<file path="config.mk">
export PLATFORM = sky130hd
export DESIGN_NAME = dlsu_controller
export DESIGN_NICKNAME = d
export VERILOG_FILES = /design/src/rtl/core/dform_load_store_unit_core_assert.svh /design/src/rtl/core/dlsu_pkg.sv /design/src/rtl/core/dlsu_controller.sv
export SDC_FILE = /design/constraint.sdc
export NUM_CORES = 1
export LEC_CHECK = 0
export CAP_MARGIN = 10
export CORE_MARGIN = 4
export CORE_UTILIZATION = 40
export CTS_CLUSTER_SIZE = 8
export DETAILED_ROUTE_END_ITERATION = 10
export DONT_BUFFER_PORTS = 1
export PLACE_DENSITY_LB_ADDON = 0.1
export SLEW_MARGIN = 15
export SYNTH_ARGS = -nofsm -noshare
export SYNTH_HDL_FRONTEND = slang
export SYNTH_SLANG_ARGS = --single-unit
</file>
<file path="constraint.sdc">
create_clock -name clk_i -period 1.23 [get_ports clk_i]
set_input_delay 0.0615 -clock clk_i [delete_from_list [all_inputs] [get_ports clk_i]]
set_output_delay 0.0615 -clock clk_i [all_outputs]
set_load 0.1 [all_outputs]
</file>
<file path="src/rtl/core/dform_load_store_unit_core_assert.svh">
// assertion macros for the load/store unit top level
// expects clk_i and rst_ni in the scope that uses them
`ifndef DFORM_LOAD_STORE_UNIT_CORE_ASSERT_SVH
`define DFORM_LOAD_STORE_UNIT_CORE_ASSERT_SVH

// same-cycle implication
`define DLSU_ASSERT_IMP(label, ante, cons) \
  label: assert property (@(posedge clk_i) disable iff (!rst_ni) (ante) |-> (cons)) \
    else $error("dlsu assertion failed");

// next-cycle implication
`define DLSU_ASSERT_NEXT(label, ante, cons) \
  label: assert property (@(posedge clk_i) disable iff (!rst_ni) (ante) |=> (cons)) \
    else $error("dlsu assertion failed");

`endif

</file>
<file path="src/rtl/core/dlsu_pkg.sv">
// shared types, codes and decode function for the d-form load/store unit
// no dependencies
`default_nettype none

package dlsu_pkg;

  localparam int unsigned MAIN_RAM_BYTES_DEF = 65536;
  localparam int unsigned EXT_RAM_BYTES_DEF  = 65536;
  localparam int unsigned OFF_W              = 16;

  localparam logic [1:0] REQ_EXEC  = 2'd0;
  localparam logic [1:0] REQ_WRITE = 2'd1;
  localparam logic [1:0] REQ_READ  = 2'd2;

  localparam logic [5:0] OPC_LWZ = 6'd32;
  localparam logic [5:0] OPC_LBZ = 6'd34;
  localparam logic [5:0] OPC_STW = 6'd36;
  localparam logic [5:0] OPC_STB = 6'd38;
  localparam logic [5:0] OPC_LHZ = 6'd40;
  localparam logic [5:0] OPC_LHA = 6'd42;
  localparam logic [5:0] OPC_STH = 6'd44;

  localparam logic [1:0] CFG_MAIN_BASE = 2'd0;
  localparam logic [1:0] CFG_MAIN_MASK = 2'd1;
  localparam logic [1:0] CFG_EXT_BASE  = 2'd2;
  localparam logic [1:0] CFG_EXT_MASK  = 2'd3;

  localparam logic [31:0] MAIN_BASE_RST = 32'h8000_0000;
  localparam logic [15:0] MAIN_MASK_RST = 16'hFFFF;
  localparam logic [31:0] EXT_BASE_RST  = 32'h9000_0000;
  localparam logic [15:0] EXT_MASK_RST  = 16'hFFFF;

  localparam logic [31:0] PC_STEP = 32'd4;

  typedef enum logic [1:0] {
    RES_NONE,
    RES_DONE,
    RES_REG,
    RES_LOAD
  } res_kind_e;

  typedef struct packed {
    logic       known;
    logic       is_load;
    logic       is_store;
    logic       sign_ext;
    logic [1:0] nbytes_m1;
  } op_info_t;

  typedef struct packed {
    logic      capture;
    logic      rf_rd_en;
    logic      rf_rd_base;
    logic      rf_wr_wval;
    logic      rf_wr_load;
    logic      pc_upd;
    logic      ea_calc;
    logic      win_calc;
    logic      cnt_clr;
    logic      cnt_inc;
    logic      mem_access;
    logic      acc_shift;
    logic      res_set;
    res_kind_e res_kind;
    logic      out_load;
  } ctl_cmd_t;

  typedef struct packed {
    logic [1:0] req;
    logic       access_ok;
    logic       is_load;
    logic       last_byte;
    logic       out_free;
  } dp_stat_t;

  function automatic op_info_t dlsu_decode(input logic [5:0] opc);
    op_info_t info;
    info = '0;
    unique case (opc)
      OPC_LWZ: info = '{known: 1'b1, is_load: 1'b1, is_store: 1'b0, sign_ext: 1'b0,
                        nbytes_m1: 2'd3};
      OPC_LBZ: info = '{known: 1'b1, is_load: 1'b1, is_store: 1'b0, sign_ext: 1'b0,
                        nbytes_m1: 2'd0};
      OPC_LHZ: info = '{known: 1'b1, is_load: 1'b1, is_store: 1'b0, sign_ext: 1'b0,
                        nbytes_m1: 2'd1};
      OPC_LHA: info = '{known: 1'b1, is_load: 1'b1, is_store: 1'b0, sign_ext: 1'b1,
                        nbytes_m1: 2'd1};
      OPC_STW: info = '{known: 1'b1, is_load: 1'b0, is_store: 1'b1, sign_ext: 1'b0,
                        nbytes_m1: 2'd3};
      OPC_STB: info = '{known: 1'b1, is_load: 1'b0, is_store: 1'b1, sign_ext: 1'b0,
                        nbytes_m1: 2'd0};
      OPC_STH: info = '{known: 1'b1, is_load: 1'b0, is_store: 1'b1, sign_ext: 1'b0,
                        nbytes_m1: 2'd1};
      default: info = '0;
    endcase
    return info;
  endfunction

endpackage

`default_nettype wire

</file>
<file path="src/rtl/core/dlsu_controller.sv">
// request sequencer of the load/store unit
// uses dlsu_pkg command and status types
`default_nettype none

module dlsu_controller (
  input  logic               clk_i,
  input  logic               rst_ni,
  input  logic               in_valid_i,
  output logic               in_stall_o,
  input  dlsu_pkg::dp_stat_t stat_i,
  output dlsu_pkg::ctl_cmd_t cmd_o
);
  import dlsu_pkg::*;

  localparam logic [3:0] S_IDLE  = 4'd0;
  localparam logic [3:0] S_START = 4'd1;
  localparam logic [3:0] S_RDRES = 4'd2;
  localparam logic [3:0] S_EA    = 4'd3;
  localparam logic [3:0] S_WIN   = 4'd4;
  localparam logic [3:0] S_BOFF  = 4'd5;
  localparam logic [3:0] S_BIDX  = 4'd6;
  localparam logic [3:0] S_BMEM  = 4'd7;
  localparam logic [3:0] S_BLOAD = 4'd8;
  localparam logic [3:0] S_FIN   = 4'd9;
  localparam logic [3:0] S_DONE  = 4'd10;

  logic [3:0] state_q, state_d;

  assign in_stall_o = (state_q != S_IDLE);

  always_comb begin
    cmd_o   = '0;
    state_d = state_q;
    unique case (state_q)
      S_IDLE: begin
        if (in_valid_i) begin
          cmd_o.capture = 1'b1;
          state_d       = S_START;
        end
      end
      S_START: begin
        unique case (stat_i.req)
          REQ_WRITE: begin
            cmd_o.rf_wr_wval = 1'b1;
            cmd_o.res_set    = 1'b1;
            cmd_o.res_kind   = RES_DONE;
            state_d          = S_DONE;
          end
          REQ_READ: begin
            cmd_o.rf_rd_en = 1'b1;
            state_d        = S_RDRES;
          end
          REQ_EXEC: begin
            cmd_o.pc_upd     = 1'b1;
            cmd_o.rf_rd_en   = 1'b1;
            cmd_o.rf_rd_base = 1'b1;
            state_d          = S_EA;
          end
          default: begin
            cmd_o.res_set  = 1'b1;
            cmd_o.res_kind = RES_NONE;
            state_d        = S_DONE;
          end
        endcase
      end
      S_RDRES: begin
        cmd_o.res_set  = 1'b1;
        cmd_o.res_kind = RES_REG;
        state_d        = S_DONE;
      end
      S_EA: begin
        cmd_o.ea_calc  = 1'b1;
        cmd_o.rf_rd_en = 1'b1;
        state_d        = S_WIN;
      end
      S_WIN: begin
        cmd_o.win_calc = 1'b1;
        if (stat_i.access_ok) begin
          cmd_o.cnt_clr = 1'b1;
          state_d       = S_BOFF;
        end else begin
          cmd_o.res_set  = 1'b1;
          cmd_o.res_kind = RES_NONE;
          state_d        = S_DONE;
        end
      end
      S_BOFF: state_d = S_BIDX;
      S_BIDX: state_d = S_BMEM;
      S_BMEM: begin
        cmd_o.mem_access = 1'b1;
        if (stat_i.is_load) begin
          state_d = S_BLOAD;
        end else if (stat_i.last_byte) begin
          state_d = S_FIN;
        end else begin
          cmd_o.cnt_inc = 1'b1;
          state_d       = S_BOFF;
        end
      end
      S_BLOAD: begin
        cmd_o.acc_shift = 1'b1;
        if (stat_i.last_byte) begin
          state_d = S_FIN;
        end else begin
          cmd_o.cnt_inc = 1'b1;
          state_d       = S_BOFF;
        end
      end
      S_FIN: begin
        cmd_o.res_set = 1'b1;
        if (stat_i.is_load) begin
          cmd_o.rf_wr_load = 1'b1;
          cmd_o.res_kind   = RES_LOAD;
        end else begin
          cmd_o.res_kind = RES_DONE;
        end
        state_d = S_DONE;
      end
      S_DONE: begin
        if (stat_i.out_free) begin
          cmd_o.out_load = 1'b1;
          state_d        = S_IDLE;
        end
      end
      default: state_d = S_IDLE;
    endcase
  end

  always_ff @(posedge clk_i or negedge rst_ni) begin
    if (!rst_ni) begin
      state_q <= S_IDLE;
    end else begin
      state_q <= state_d;
    end
  end

endmodule

`default_nettype wire

</file>
==> results of run 1 <==
==> metrics by stage <==
stage                     instances  hold WS [ns]  instance area (µm²)
after floorplan                  72       -0.2341                651.9
after global placement          118       -0.2340                 1131
after detailed placement        118       -0.2340                 1131
==> kinds of logic after synthesis <==
family,after synthesis,synth area share [%]
AOI/OAI and AO/OA,16,22.69
xor gates and xnor gates,1,1.621
buffers and inverters,9,14.12
DFF,4,18.52
and+or+nand+nor,42,43.06
==> Yosys cell counts (2+ instances only) <==
master | count | area share, %
nor2b_1 | 5 | 5.8
nand2_1 | 7 | 4.9
nor2_1 | 11 | 7.6
nor3_1 | 5 | 4.6
and3_1 | 3 | 3.5
dfrtp_1 | 4 | 19
nand2b_1 | 4 | 4.6
inv_1 | 2 | 1.4
a21oi_1 | 4 | 3.7
o21ai_0 | 2 | 1.9
buf_6 | 5 | 10
==> flow_metrics.env, run 1 <==
export IMPL_clk_path_buf_depth=2
export IMPL_async_reset_ff_share_pct=100.0
export IMPL_cts_sinks=4
export IMPL_cts_buffers=3
export IMPL_netlist_area_um2=540.5
export IMPL_die_h_um=44.76
export IMPL_htreeDepth=1
export IMPL_synth_nets=81
export IMPL_synth_cell_types=31
export IMPL_netlist_instances=72
export IMPL_synth_edf_count=0
export IMPL_hpwl_um=1980
export IMPL_cts_root_buf="clkbuf_4"
export IMPL_yosys_warnings=0
export IMPL_syn_avg_cell_area_um2=7.507
export IMPL_ys_ff_latch=4
export IMPL_cts_resized_gates=42
export IMPL_port_buffers=0
export IMPL_start_util_pct=45.57
export IMPL_pre_cts_slack_ns=-0.1797
export IMPL_haltStage="clock tree synthesis"
export IMPL_core_rowCount=12
export IMPL_ys_flop_type="dfrtp_1"
export IMPL_seq_area_frac_synth_pct=18.52
export IMPL_cts_hold_buf=2
export IMPL_status="did not finish"
export IMPL_gp_congestion=0.8114
export IMPL_cts_setup_buffers=8
export IMPL_firstError="[ERROR DPL-0038] Utilization greater than 100%, impossible to legalize"
export IMPL_pin_count=26
export IMPL_fp_dieW_um=44.76
==> run 2, diff against run 1 <==
--- a/config.mk
+++ b/config.mk
@@ -6,12 +6,11 @@
 export NUM_CORES = 1
 export LEC_CHECK = 0
 export CAP_MARGIN = 10
-export CORE_MARGIN = 4
-export CORE_UTILIZATION = 40
-export CTS_CLUSTER_SIZE = 8
+export CORE_AREA = 4 4 65 67
 export DETAILED_ROUTE_END_ITERATION = 10
+export DIE_AREA = 0 0 69 71
 export DONT_BUFFER_PORTS = 1
-export PLACE_DENSITY_LB_ADDON = 0.1
+export PLACE_DENSITY_LB_ADDON = 0.15
 export SLEW_MARGIN = 15
 export SYNTH_ARGS = -nofsm -noshare
 export SYNTH_HDL_FRONTEND = slang
==> flow_metrics.env, run 2 <==
export IMPL_status="finished, violations left"
export IMPL_violations="setup timing"
export IMPL_gp_congestion=0.7910
export IMPL_cp_max_fo=9
export IMPL_cts_root_buf="clkbuf_8"
export IMPL_design_core_area_um2=3633
export IMPL_clk_path_buf_depth=2
export IMPL_netlist_instances=72
export IMPL_grt_total_usage_pct=8.751
export IMPL_hold_path_depth=2
export IMPL_ant_nets=0
export IMPL_antenna_cells=0
export IMPL_grt_pass1_wl_um=3443
export IMPL_r2r_end="state_q[3]$_DFFE_PN0P_"
export IMPL_final_common_cell="buf_12"
export IMPL_fin_crit_ns=1.519
export IMPL_worst_pin_slew_ns=0.2999
export IMPL_dieArea_um2=4899
export IMPL_synth_nets=81
export IMPL_finalCritPeriodShare_pct=123.5
export IMPL_rsz0062_at_grt="true"
export IMPL_wirelength_um=2041
export IMPL_fp_dieW_um=69
export IMPL_netlist_area_um2=540.5
export IMPL_ys_flop_type="dfrtp_1"
export IMPL_cts_sinks=4
export IMPL_setup_viol=20
export IMPL_clk_pin_slew_ns=0.03
export IMPL_die_h_um=71
export IMPL_startpoint_type="flop"
export IMPL_dr_pass1_iters=4
export IMPL_crit_type="reg -> out"
export IMPL_htreeDepth=1
export IMPL_hpwl_um=1660
export IMPL_grt_max_degree=13
export IMPL_r2r_start="state_q[2]$_DFFE_PN0P_"
export IMPL_start_util_pct=14.88
export IMPL_critPathRequiredTime_ns=1.17
export IMPL_drtIter0Drc=17
export IMPL_largestRegisters="state_q x4"
export IMPL_pin_count=26
export IMPL_grt_ovfl_total=0
export IMPL_vias_per_cell=4.119
export IMPL_r2r_cells=5
export IMPL_fin_ws_ns=-0.2894
export IMPL_insertion_delay_ns=0.21
export IMPL_place_area_um2=1144
export IMPL_ys_ff_latch=4
export IMPL_syn_avg_cell_area_um2=7.507
export IMPL_final_cell_area_um2=1373
export IMPL_regMostFlops="state_q"
export IMPL_grt_pass1_vias=711
export IMPL_synth_cell_types=31
export IMPL_pre_cts_slack_ns=-0.1963
export IMPL_hold_path_class="in -> reg"
export IMPL_synth_edf_count=0
export IMPL_nets=122
export IMPL_cts_tree="built"
export IMPL_yosysTopAreaCell="dfrtp_1"
export IMPL_layout_common_cells="buf_12, buf_4, buf_6, nor2_4"
export IMPL_largest_reg_flops=4
export IMPL_cp_arrival_ns=1.46
export IMPL_vias=655
export IMPL_core_rowCount=22
export IMPL_seq_area_frac_synth_pct=18.52
export IMPL_wire_per_inst_um=12.84
export IMPL_async_reset_ff_share_pct=100.0
export IMPL_skew_ns=0.00002348
export IMPL_min_from="in_valid_i"
export IMPL_cts_buffers=3
export IMPL_layout_drive_gt1_share_pct=72.97
export IMPL_synth_top_area_share_pct=18.52
export IMPL_maxCapViolations=0
export IMPL_drv_slew=0
export IMPL_slew_headroom_pct=79.79
export IMPL_area_growth_pct=153.9
export IMPL_synth_most_common_cell="nor2_1"
export IMPL_crit_path_end_kind="output pin"
export IMPL_r2r_slack_ns=-0.16
export IMPL_fill_cells=373
export IMPL_synthTopCellsByArea="dfrtp_1, buf_6, nor2_1, nor2b_1, nand2_1"
export IMPL_hold_viol_final=0
export IMPL_yosys_warnings=0
export IMPL_max_freq_mhz=658.2
export IMPL_remaining_drc_errors=0
export IMPL_port_buffers=0
export IMPL_worstHoldEndpoint="state_q[0]$_DFFE_PN0P_"
export IMPL_antenna_found_initial=0
export IMPL_synthTopCellsByCount="nor2_1, nand2_1, buf_6, nor2b_1, nor3_1"
[run 2: cell type report]
class                      instances  area [µm²]  area share [%]
timing repair buffer              43       600.6           43.76
sequential                         4       103.9           7.566
tap                               48       60.06           4.376
inverter                           2       11.26          0.8204
clock buffer                       3       41.29           3.008
multi-input combinational         59       555.5           40.47
[run 2: routing by layer]
| layer | part of all wire [%] | global-route usage (%) | wire, µm |
|---|---|---|---|
| met1 | 42 | 10.20 | 861 |
| met2 | 49 | 14.09 | 1009 |
| met4 | 1.3 | 5.206 | 27 |
| met5 | 0 | 0 | 0 |
| met3 | 7.0 | 2.699 | 143 |
[run 2: how the worst max path moves through the flow]
stage | startpoint | end | slack (ns) | depth (start not counted)
floorplan | state_q[0]$_DFFE_PN0P_ | cmd_o[6] | -0.94 | 5
global placement | state_q[1]$_DFFE_PN0P_ | cmd_o[10] | -0.17 | 4
detailed placement | state_q[1]$_DFFE_PN0P_ | cmd_o[10] | -0.20 | 4
CTS | state_q[3]$_DFFE_PN0P_ | cmd_o[10] | -0.31 | 5
global route | state_q[3]$_DFFE_PN0P_ | cmd_o[13] | -0.36 | 5
finish | state_q[1]$_DFFE_PN0P_ | cmd_o[3] | -0.29 | 4
[run 2: worst max-delay path, cell delays in order (launching register included)]
cell	delay (ns)
dfrtp_2	0.46
nor2b_1	0.22
a21oi_1	0.10
o32ai_4	0.25
buf_12	0.21
[run 2: kinds of logic (layout without fill, tap and decap cells)]
| group | after synthesis | count (layout) | share of synthesized area, % |
|---|---|---|---|
| xor+xnor | 1 | 1 | 1.621 |
| compound gates | 16 | 16 | 22.69 |
| simple gates | 42 | 42 | 43.06 |
| flops | 4 | 4 | 18.52 |
| buf+inv | 9 | 48 | 14.12 |
[run 2: metrics by stage]
stage / instances / hold WS, ns / utilization (%) / TNS (ns)
after floorplan: 72 / -0.2341 / - / -6.719
after global placement: 148 / -0.2340 / 31.47 / -1.260
after detailed placement: 148 / -0.2340 / 31.47 / -1.741
after CTS: 157 / 0.05645 / 36.47 / -4.249
after global routing: 159 / 0.06983 / 37.78 / -5.164
final: 159 / 0.04981 / 37.78 / -3.916
[run 2: timing repair]
item / 4_1_cts / 5_1_grt
endpoints found under the setup margin: 20 / 21
pin swaps: 1 / 1
endpoints found under the hold margin: 5 / 0
resized for setup: 21 / 10
hold buffers: 2 / 0
buffers inserted: 4 / 2
Power of run 2 is not shown: default switching activity piles up to over one toggle a cycle in this logic, so the estimate is an artifact.
==> run 3, diff against run 2 <==
--- a/config.mk
+++ b/config.mk
@@ -10,7 +10,6 @@
 export DETAILED_ROUTE_END_ITERATION = 10
 export DIE_AREA = 0 0 69 71
 export DONT_BUFFER_PORTS = 1
-export PLACE_DENSITY_LB_ADDON = 0.15
 export SLEW_MARGIN = 15
 export SYNTH_ARGS = -nofsm -noshare
 export SYNTH_HDL_FRONTEND = slang
==> flow_metrics.env, run 3 (synthesis gave the netlist of run 2 again) <==
export IMPL_hpwl_um=1563
export IMPL_r2r_start="state_q[2]$_DFFE_PN0P_"
export IMPL_pin_count=26
export IMPL_rsz0062_at_grt="true"
export IMPL_grt_max_degree=9
export IMPL_remaining_drc_errors=0
export IMPL_gp_congestion=0.8515
export IMPL_grt_total_usage_pct=9.236
export IMPL_dr_pass1_iters=4
export IMPL_max_freq_mhz=656.6
export IMPL_port_buffers=0
export IMPL_cp_arrival_ns=1.46
export IMPL_largest_reg_flops=4
export IMPL_crit_type="reg -> out"
export IMPL_clk_path_buf_depth=2
export IMPL_clk_pin_slew_ns=0.03
export IMPL_slew_headroom_pct=78.39
export IMPL_htreeDepth=1
export IMPL_ant_nets=0
export IMPL_final_common_cell="buf_12"
export IMPL_crit_path_end_kind="output pin"
export IMPL_cts_sinks=4
export IMPL_cts_buffers=3
export IMPL_cpMaxStageDelayCell="dfrtp_2"
export IMPL_violations="setup timing"
export IMPL_insertion_delay_ns=0.21
export IMPL_grt_ovfl_total=0
export IMPL_wire_per_inst_um=13.37
export IMPL_pre_cts_slack_ns=-0.1164
export IMPL_status="finished, violations left"
export IMPL_startpoint_type="flop"
export IMPL_antenna_found_initial=0
export IMPL_layout_drive_gt1_share_pct=77.68
export IMPL_whs_ns=0.03128
export IMPL_area_growth_pct=172.0
export IMPL_setup_viol=20
export IMPL_finalCritPeriodShare_pct=123.8
export IMPL_drtIter0Drc=25
export IMPL_grt_pass1_wl_um=3670
export IMPL_finalSetupTns_ns=-3.855
export IMPL_layout_common_cells="buf_12, buf_4, buf_6, nor2_4, nor3_4"
export IMPL_antenna_cells=0
export IMPL_dieArea_um2=4899
export IMPL_crit_path_max_incr_delay_ns=0.47
export IMPL_regMostFlops="state_q"
export IMPL_fp_dieW_um=69
export IMPL_vias=692
export IMPL_hold_path_class="in -> reg"
export IMPL_fin_ws_ns=-0.2930
export IMPL_start_util_pct=14.88
export IMPL_cts_tree="built"
export IMPL_fin_crit_ns=1.523
export IMPL_grt_pass1_vias=747
export IMPL_crit_start="state_q[1]$_DFFE_PN0P_"
export IMPL_largestRegisters="state_q x4"
export IMPL_cts_root_buf="clkbuf_8"
export IMPL_cp_max_fo=8
export IMPL_die_h_um=71
export IMPL_skew_ns=0.001057
export IMPL_maxCapViolations=0
export IMPL_path_cells="nor2b_4, o21ai_0, buf_4, o32ai_4, buf_12"
export IMPL_critPathRequiredTime_ns=1.17
export IMPL_hold_viol_final=0
export IMPL_core_rowCount=22
export IMPL_wirelength_um=2139
export IMPL_drv_slew=0
export IMPL_nets=123
export IMPL_min_from="in_valid_i"
export IMPL_worst_pin_slew_ns=0.3217
export IMPL_design_core_area_um2=3633
export IMPL_vias_per_cell=4.325
run 3: metal layers:
layer  vias up  routed length [µm]  part of all wire, %  global-route usage, %
met3         4                 182                  8.5                  2.415
met4         0                  36                  1.7                  4.555
li1        335                   -                    -                      -
met1       322                 845                   40                  10.75
met5         -                   0                    0                      0
met2        31                1075                   50                  15.68
run 3: what timing repair did:
action                     CTS  global route
resized for setup           34            12
pin swaps                    8             5
setup endpoints to repair   21            21
buffers inserted             4             2
hold endpoints to repair     5             0
hold buffers                 2             0
run 3: worst paths after layout:
kind                            depth (start not counted)  slack, ns                      to
worst max-delay path                                    5      -0.29                cmd_o[3]
worst min-delay path                                    2       0.03  state_q[0]$_DFFE_PN0P_
worst max register to register                          4      -0.09  state_q[3]$_DFFE_PN0P_
worst min register to register                          2       0.70  state_q[1]$_DFFE_PN0P_
max in group asynchronous                               1       0.92  state_q[3]$_DFFE_PN0P_
min in group asynchronous                               1       0.12  state_q[0]$_DFFE_PN0P_
run 3: stage by stage:
step,area [µm²],instances,util (%)
finish,1470,160,40.46
global route,1470,160,40.46
CTS,1420,159,39.08
detailed placement,1159,150,31.89
global placement,1159,150,31.89
floorplan,651.9,72,-
run 3: cell type report:
class | instances | area, µm²
fillers | 352 | 2163
well taps | 48 | 60.06
clock buffers | 3 | 41.29
flip-flops and latches | 4 | 103.9
inverters | 2 | 11.26
repair buffers | 44 | 611.8
multi-input cells | 59 | 641.9
run 3: worst max-delay path, delay by kind of cell (launching register included):
kind / cells / cell delay, ns
AOI/OAI and AO/OA: 2 / 0.24
buffers and inverters: 2 / 0.35
DFF: 1 / 0.47
and+or+nand+nor: 1 / 0.18
Power of run 3 is left out for the same reason.
==> run 4, diff against run 3 <==
--- a/config.mk
+++ b/config.mk
@@ -10,6 +10,7 @@
 export DETAILED_ROUTE_END_ITERATION = 10
 export DIE_AREA = 0 0 69 71
 export DONT_BUFFER_PORTS = 1
+export SETUP_SLACK_MARGIN = 0.05
 export SLEW_MARGIN = 15
 export SYNTH_ARGS = -nofsm -noshare
 export SYNTH_HDL_FRONTEND = slang
==> flow_metrics.env, run 4 (synthesis gave the netlist of run 2 again) <==
export IMPL_dr_pass1_iters=4
export IMPL_antenna_cells=0
export IMPL_final_cell_area_um2=1386
export IMPL_fin_cells=156
export IMPL_insertion_delay_ns=0.22
export IMPL_fill_cells=358
export IMPL_fp_dieW_um=69
export IMPL_crit_buf_inv=2
export IMPL_cp_arrival_ns=1.44
export IMPL_drtIter0Drc=20
export IMPL_skew_ns=0.004647
export IMPL_vias_per_cell=4.276
export IMPL_largestRegisters="state_q x4"
export IMPL_maxCapViolations=0
export IMPL_r2r_slack_ns=-0.09
export IMPL_port_buffers=0
export IMPL_crit_path_end_kind="output pin"
export IMPL_rsz0062_at_grt="true"
export IMPL_wire_per_inst_um=13.40
export IMPL_area_growth_pct=156.5
export IMPL_crit_start="state_q[3]$_DFFE_PN0P_"
export IMPL_worstSetupPathDepth=5
export IMPL_die_h_um=71
export IMPL_wirelength_um=2090
export IMPL_hpwl_um=1602
export IMPL_pre_cts_slack_ns=-0.1235
export IMPL_crit_path_max_incr_delay_ns=0.44
export IMPL_remaining_drc_errors=0
export IMPL_place_area_um2=1129
export IMPL_cts_tree="built"
export IMPL_largest_reg_flops=4
export IMPL_pin_count=26
export IMPL_placed_cells=147
export IMPL_worst_pin_slew_ns=0.2691
export IMPL_grt_max_degree=13
export IMPL_ant_nets=0
export IMPL_r2r_end="state_q[1]$_DFFE_PN0P_"
export IMPL_crit_type="reg -> out"
export IMPL_crit_family="flip-flops"
export IMPL_start_util_pct=14.88
export IMPL_cts_root_buf="clkbuf_8"
export IMPL_finalCoreUtilization_pct=38.15
export IMPL_clk_pin_slew_ns=0.03
export IMPL_htreeDepth=1
export IMPL_cts_sinks=4
export IMPL_startpoint_type="flop"
export IMPL_grt_total_usage_pct=8.496
export IMPL_final_common_cell="buf_12"
export IMPL_slew_headroom_pct=81.78
export IMPL_regMostFlops="state_q"
export IMPL_grt_pass1_vias=699
export IMPL_drv_slew=0
export IMPL_vias=667
export IMPL_layout_drive_gt1_share_pct=75.93
export IMPL_critPathRequiredTime_ns=1.17
export IMPL_fin_ws_ns=-0.2765
export IMPL_cpMaxStageDelayCell="dfrtp_2"
export IMPL_hold_path_class="in -> reg"
export IMPL_violations="setup timing"
export IMPL_dieArea_um2=4899
export IMPL_r2r_start="state_q[1]$_DFFE_PN0P_"
export IMPL_hold_viol_final=0
export IMPL_cts_buffers=3
export IMPL_endpoint="cmd_o[10]"
export IMPL_path_cells="buf_6, nor2_4, nand2_4, nor3_4, clkbuf_16"
export IMPL_min_from="in_valid_i"
export IMPL_grt_pass1_wl_um=3325
export IMPL_nets=119
export IMPL_max_freq_mhz=663.8
export IMPL_core_rowCount=22
export IMPL_layout_common_cells="buf_12, buf_4, buf_6, nor2_4"
export IMPL_gp_congestion=0.8622
export IMPL_fin_crit_ns=1.506
export IMPL_cp_max_fo=5
export IMPL_finalCritPeriodShare_pct=122.5
export IMPL_status="finished, violations left"
export IMPL_grt_ovfl_total=0
export IMPL_clk_path_buf_depth=2
export IMPL_setup_viol=20
export IMPL_design_core_area_um2=3633
export IMPL_antenna_found_initial=0
export IMPL_r2r_cells=5
run 4: worst min-delay path by stage:
| stage | end | slack (ns) | depth (start not counted) |
|---|---|---|---|
| 2_1_floorplan | state_q[0]$_DFFE_PN0P_ | -0.23 | 0 |
| 3_3_place_gp | state_q[1]$_DFFE_PN0P_ | -0.23 | 0 |
| 3_5_place_dp | state_q[1]$_DFFE_PN0P_ | -0.23 | 0 |
| 4_1_cts | state_q[0]$_DFFE_PN0P_ | 0.04 | 2 |
| 5_1_grt | state_q[0]$_DFFE_PN0P_ | 0.05 | 2 |
| 6_report | state_q[0]$_DFFE_PN0P_ | 0.05 | 2 |
run 4: repair_timing:
action	CTS	global route
setup buffers	1	3
gates resized for setup	26	15
hold buffers	2	0
hold endpoints to repair	5	0
pin swaps	3	10
endpoints found under the setup margin	20	21
run 4: per-layer routing:
layer	share of wire, %	up-vias	wire length, µm	track usage (%)
met5	0	-	0	0
met2	53	21	1100	14.30
met3	5.7	4	119	1.705
li1	-	325	-	-
met4	2.4	0	51	5.857
met1	39	317	818	9.645
run 4: layout make-up:
| cell class | instances | area (µm²) | share of cell area [%] |
|---|---|---|---|
| clock buffer | 3 | 41.29 | 2.978 |
| inverter | 2 | 11.26 | 0.8123 |
| multi-input combinational | 59 | 596.8 | 43.05 |
| sequential | 4 | 103.9 | 7.491 |
| tap | 48 | 60.06 | 4.332 |
| timing repair buffer | 40 | 573.1 | 41.34 |
run 4: per-stage QoR:
| step | hold WS [ns] | TNS [ns] |
|---|---|---|
| 3_3_place_gp | -0.2339 | -0.6545 |
| 2_1_floorplan | -0.2341 | -6.958 |
| 4_1_cts | 0.03546 | -4.126 |
| 3_5_place_dp | -0.2339 | -1.013 |
| 5_1_grt | 0.05060 | -4.956 |
| 6_report | 0.05090 | -3.916 |
run 4: worst reg2reg max path, delay by kind of cell, from the launching register on:
kind / cells / cell delay, ns
DFF: 1 / 0.47
AOI/OAI and AO/OA: 2 / 0.30
and+or+nand+nor: 1 / 0.15
buffers and inverters: 2 / 0.31
Power of run 4 is left out for the same reason.
